## config.mk

```make
export PLATFORM = sky130hd
export DESIGN_NAME = hds_sqrt_cell
export DESIGN_NICKNAME = d
export VERILOG_FILES = /design/src/hw/rtl/hds_pkg.sv /design/src/hw/rtl/hds_sqrt_cell.sv
export SDC_FILE = /design/constraint.sdc
export NUM_CORES = 1
export LEC_CHECK = 0
export BUFFER_PORTS_ARGS = -buffer_cell sky130_fd_sc_hd__buf_2
export CORE_AREA = 2 2 528 530
export CTS_BUF_LIST = sky130_fd_sc_hd__clkbuf_2 sky130_fd_sc_hd__clkbuf_4 sky130_fd_sc_hd__clkbuf_8
export DETAILED_ROUTE_END_ITERATION = 16
export DIE_AREA = 0 0 530 532
export MAX_ROUTING_LAYER = met4
export PLACE_DENSITY = 0.33
export SLEW_MARGIN = 20
export SYNTH_ARGS = -nofsm -noshare
export SYNTH_HDL_FRONTEND = slang
export SYNTH_SLANG_ARGS = --single-unit
```

## constraint.sdc

```tcl
create_clock -name i_clk -period 5.6 [get_ports i_clk]
set_input_delay 1.12 -clock i_clk [delete_from_list [all_inputs] [get_ports i_clk]]
set_output_delay 1.12 -clock i_clk [all_outputs]
set_load 0.02 [all_outputs]
```

## src/hw/rtl/hds_pkg.sv

```systemverilog
`timescale 1ns / 1ps
`default_nettype none
package hds_pkg;

    localparam int IN_BITS       = 16;
    localparam int OUT_FRAC_BITS = 15;
    localparam int SQRT_BITS     = 32;
    localparam int SERIES_CELLS  = 6;

    localparam logic [31:0] ONE31       = 32'h8000_0000;
    localparam logic [31:0] HALF_PI_Q31 = 32'd3373259426;

    localparam int COS_DIV [SERIES_CELLS] = '{132, 90, 56, 30, 12, 2};
    localparam int SIN_DIV [SERIES_CELLS] = '{110, 72, 42, 20, 6, 0};

    typedef struct packed {
        logic               func;
        logic [IN_BITS-1:0] u_azimuth;
        logic [IN_BITS-1:0] u_polar;
    } t_in_item;

    typedef struct packed {
        logic signed [OUT_FRAC_BITS:0] dir_x;
        logic signed [OUT_FRAC_BITS:0] dir_y;
        logic [OUT_FRAC_BITS-1:0]      dir_z;
    } t_out_item;

    typedef struct packed {
        logic [63:0] rem_s;
        logic [63:0] rem_c;
        logic [31:0] root_s;
        logic [31:0] root_c;
        logic [1:0]  quad;
        logic        mirror;
        logic [29:0] r;
        logic [31:0] a;
        logic [31:0] a2;
        logic [31:0] hc;
        logic [31:0] hs;
        logic [31:0] xc;
        logic [31:0] xs;
        logic [63:0] mc;
        logic [63:0] ms;
        logic [63:0] px;
        logic [63:0] py;
        logic        nx;
        logic        ny;
    } t_ctx;

    function automatic logic [OUT_FRAC_BITS:0] to_signed_out(logic [63:0] p, logic neg);
        logic [63:0] m;
        logic [63:0] lim;
        m   = (p + (64'd1 << (62 - OUT_FRAC_BITS - 1))) >> (62 - OUT_FRAC_BITS);
        lim = 64'd1 << OUT_FRAC_BITS;
        if (neg) begin
            if (m > lim) begin
                m = lim;
            end
            m = 64'd0 - m;
        end else if (m > lim - 64'd1) begin
            m = lim - 64'd1;
        end
        return m[OUT_FRAC_BITS:0];
    endfunction

endpackage
`default_nettype wire

```

## src/hw/rtl/hds_sqrt_cell.sv

```systemverilog
`timescale 1ns / 1ps
`default_nettype none
module hds_sqrt_cell
    import hds_pkg::*;
#(
    parameter int K = 31
) (
    input  wire   i_clk,
    input  wire   i_rst_n,
    input  wire   i_en,
    input  wire   i_valid,
    input  t_ctx  i_ctx,
    output logic  o_valid,
    output t_ctx  o_ctx
);

    logic [64:0] inc_s;
    logic [64:0] inc_c;
    t_ctx        n_ctx;
    t_ctx        r_ctx;
    logic        r_valid;

    always_comb begin
        n_ctx = i_ctx;
        inc_s = (65'(i_ctx.root_s) << (K + 1)) + (65'd1 << (2 * K));
        inc_c = (65'(i_ctx.root_c) << (K + 1)) + (65'd1 << (2 * K));
        if ({1'b0, i_ctx.rem_s} >= inc_s) begin
            n_ctx.rem_s  = i_ctx.rem_s - inc_s[63:0];
            n_ctx.root_s = i_ctx.root_s | (32'd1 << K);
        end
        if ({1'b0, i_ctx.rem_c} >= inc_c) begin
            n_ctx.rem_c  = i_ctx.rem_c - inc_c[63:0];
            n_ctx.root_c = i_ctx.root_c | (32'd1 << K);
        end
    end

    always_ff @(posedge i_clk) begin
        if (!i_rst_n) begin
            r_valid <= 1'b0;
        end else if (i_en) begin
            r_valid <= i_valid;
        end
    end

    always_ff @(posedge i_clk) begin
        if (i_en) begin
            r_ctx <= n_ctx;
        end
    end

    assign o_valid = r_valid;
    assign o_ctx   = r_ctx;

endmodule
`default_nettype wire

```

## Word level (Yosys, flattened, before mapping)

Index checks and enable logic that the tools add are counted.

- $lt $le $gt $ge: 2
- Add/subtract/negate cells: 4
- Muxes and demuxes: 2

Operators by type and width:

| cell | count |
|---|---|
| 64-bit by 63-bit adder with 65-bit output (second input constant) | 2 |
| 64-bit by 65-bit greater-or-equal comparator with 1-bit output | 2 |
| 64-bit 2-to-1 mux | 2 |
| 64-bit subtractor | 2 |

- Register bits after elaboration: 676
- Logic and storage cells: 30
- Input port bits: 679
- Output and inout port bits: 676

## Logic depth before layout (Yosys ltp)

- Depth after elaboration: 3
- Gate-level depth with buffers: 13
- Gate-level depth less buffers: 11

## Worst setup path after synthesis

No wires, ideal clock.

- Path type: input port to flip-flop
- Start: input i_ctx[509] (netlist bit)
- End: register r_ctx (netlist bit o_ctx[588]), data pin
- Arrival: 3.467 ns
- Path buffers: 2
- Cell stages on the path: 12
- Required time: 5.340 ns
- Setup slack: 1.873 ns
- Library setup time: 0.260 ns
- Path through: inv_1 ha_1 a21o_1 a21o_1 a2111oi_2 nor3_1 nor3_1 nor3b_2 or2_1 buf_6 buf_12 mux2_4

RTL lines:

| what | RTL line | RTL |
|---|---|---|
| start: declaration | hds_sqrt_cell.sv:12 | `input t_ctx i_ctx,` |
| end signal: assignment | hds_sqrt_cell.sv:47 | `r_ctx <= n_ctx;` |
| end: declaration | hds_sqrt_cell.sv:20 | `t_ctx r_ctx;` |

==> metrics.md <==
| Metric | Value |
|---|---|
| Status | `finished clean` |
| Pwr dens | `about 360 nW/µm²` |
| Ys async rst share | `0%` |
| Yosys top cell by area | `edfxtp_1` |
| Delay of the slowest critical-path stage | `around 930 ps` |
| Most frequent cell after synthesis | `edfxtp_1` |
| Total wire length | `around 180000 µm` |
| Total leakage power | `15.98 nW` |
| Largest net degree at the start of global routing | `90` |
| Worst Skew | `0 ps` |
| Top post-synthesis cells by area | `edfxtp_1 81%, ha_1 3.3%, o21ai_0 1.8%` |
| Layout Nets | `3662` |
| Final min period | `around 4400 ps` |
| Clock latency on the worst-skew pair | `about 840 ps` |
| Setup Fix Bufs, Post-CTS | `0` |
| All-layer global routing usage | `between 10% and 20%` |
| Htree depth | `4` |
| Post-cts gate resize count | `0` |
| DPL Wire Length | `156100 µm` |
| Synth cell count leaders | `675 x edfxtp_1, 92 x o21ai_0, 85 x inv_1` |
| CTS tree | `done` |
| Die W | `about 530 µm` |
| Core Box Area | `approximately 280000 µm²` |
| CP max stage cell | `nor4b_2` |
| Slew headroom | `around a quarter` |
| Dpl cell area | `36690 µm²` |
| Number of flops mapped to enable cells by yosys | `675` |
| Die height | `532 µm` |
| Unrepaired setup endpoints after global routing | `no` |
| Post-DR vias/cell | `2.939` |
| Reg2reg setup slack | `roughly 5000 ps` |
| Design area | `~40000 µm²` |
| Layout Cells excl Fill | `roughly 6800` |
| CP endpoint kind | `flop` |
| Family with the most delay on the worst path | `simple AND/OR/NAND/NOR gates` |
| I/O pin count | `between 1000 and 1500` |
| FP Rows | `slightly below 200` |
| DRC | `0` |
| Slew Limit Fails | `0` |
| Worst Path Max Fanout | `21` |
| IO buf count | `around 1400` |
| Fmax | `228.2 MHz` |
| Antenna violations before repair | `~140` |
| First-pass GRT wire length | `225600 µm` |
| # clock sinks | `approximately 680` |
| Layout area overhead | `58.86%` |
| Hold Vio Cnt, Final | `0` |
| Initial Util | `9.098%` |
| Placer congestion estimate | `0.8769` |
| WP data required | `6220 ps` |
| CP bufs+invs | `4` |
| Peak supply drop | `0.1916 mV` |
| Root Buffer | `clkbuf_8` |
| Synthesized netlist cell count | `around 1400` |
| CTS buffer count | `149` |
| Hold Crit Class | `input port to flop` |
| Setup violators final | `0` |
| Seq/Total Area, Yosys | `80.87%` |
| Ratio of cells with drive above 1 in the final layout | `a little over half` |
| Area taken by flip-flops and latches | `between 20000 and 25000 µm²` |
| ANT nets after route | `0` |
| Number of global-route vias before repair | `approximately 21000` |
| DRT Pass-1 Iters | `5` |
| Dominant synthesized flop cell | `edfxtp_1` |
| Max_cap viols | `0` |
| Share of the synthesized area in the top cell type | `about four fifths` |
| CTS Buffer Depth | `4` |
| Setup TNS | `0 ps` |
| Worst-path cell chain | `buf_2, inv_1, ha_1, nor4b_2, nand4_1, nor4_1, a31oi_1, a31oi_1, a221oi_4, buf_4, buf_4, nand2_1, o21ai_0` |
| Fillers | `31160` |
| CTS clk-pin slew, worst paths | `60 ps` |
| Syn Nets | `between 2000 and 2500` |
| Crit path kind | `input port to flop` |
| Multi-input combinational cell area | `4364 µm²` |
| Hold buffers post-CTS | `0` |
| Tcrit/Tclk final | `about four fifths` |
| Mapped Area | `~25000 µm²` |
| Setup crit start kind | `input port` |
| WL/cell | `between 20 and 30 µm` |
| Die ar. | `~280000 µm²` |
| Crit path DAT | `between 5000 and 6000 ps` |
| Synthesis-stage register bit count | `just under 700` |
| Worst-margin pin slew | `approximately 1100 ps` |
| Total gr overflow | `0` |
| Vias | `19970` |
| Placed cell count | `~6500` |
| Initial drt markers | `1095` |
| Cell variety after synth | `65` |
| Avg Synthesized Cell Area | `approximately 18 µm²` |
| Total power | `~14 mW` |
| Synth Warn # | `0` |
[worst register-to-register path, delay by kind of cell (launching register included)]
kind | cells | cell delay [ps]
DFF | 1 | 320
muxes | 1 | 120
and+or+nand+nor | 1 | 60
[flip-flops by register name, indices dropped and copies added (netlist names)]
register	count
o_ctx	675
o_valid	1
[routing by layer]
metal  vias up  GRT usage [%]  share of wire [%]
li1       8612              -                  -
met1      9805          11.67                 33
met2      1219          24.05                 54
met3       331          5.312                 10
met4         0          3.618                2.7
met5         -              -                  0
[power by group]
part	switching [mW]	leakage [nW]	total, mW	internal (mW)
Clock	2.54	1.56	5.89	3.36
Combinational	1.64	7.81	2.34	0.704
Sequential	0.173	6.61	6.25	6.07
[layout make-up]
class / instances / area share, %
Sequential cell: 676 / 50.91
Multi-Input combinational cell: 622 / 10.95
Antenna cell: 73 / 0.4583
Clock buffer: 190 / 5.965
Inverter: 85 / 0.8005
Timing Repair Buffer: 1381 / 17.76
Tap cell: 3705 / 11.63
Clock inverter: 61 / 1.532
[placed cells by master, fill, tap and decap left out, types with 8 or more instances in the layout]
cell,n
nor2b_1,10
nor3_1,13
diode_2,73
and3_1,8
nand2_1,65
clkinv_2,13
nand2b_1,11
edfxtp_1,675
bufinv_16,13
mux2_4,13
xor2_1,21
o21bai_1,9
buf_4,20
buf_2,1353
clkinv_1,31
o21ai_0,92
nor2_1,32
clkbuf_8,152
nand3_1,23
inv_1,85
a31oi_1,8
a21o_1,28
a21oi_1,62
nand4_1,18
nor4_1,11
o31ai_1,11
clkbuf_4,38
ha_1,66
xnor2_1,28
[metrics by stage]
stage / util, % / worst slack (ps) / hold slack, ps
floorplan: - / 1873 / 589.3
global placement: 13.30 / 40.06 / 527.3
detailed placement: 13.30 / 61.69 / 537.4
CTS: 14.39 / 1126 / 227.8
global route: 14.44 / 1166 / 280.1
finish: 14.45 / 1217 / 384.5
[path summary, 6_finish.rpt]
kind                                           start              endpoint  depth (start not counted)
worst min-delay path                      i_ctx[200]  o_ctx[200]$_DFFE_PP_                          1
worst min register to register  o_valid$_SDFFE_PN0P_  o_valid$_SDFFE_PN0P_                          2
worst max register to register  o_valid$_SDFFE_PN0P_  o_valid$_SDFFE_PN0P_                          2
worst max-delay path                      i_ctx[519]  o_ctx[663]$_DFFE_PP_                         13
[logic make-up (layout without fill, tap and decap cells)]
family	after synthesis	after routing	synth area share (%)
buffers and inverters	113	1717	1.835
DFF	676	676	80.87
adders and majority gates	68	68	3.451
other	0	73	0
and+or+nand+nor	226	226	4.648
xor gates and xnor gates	49	49	1.711
AOI/OAI and AO/OA	258	258	6.363
muxes	21	21	1.122
No activity file was read; power rests on OpenSTA's default activity.
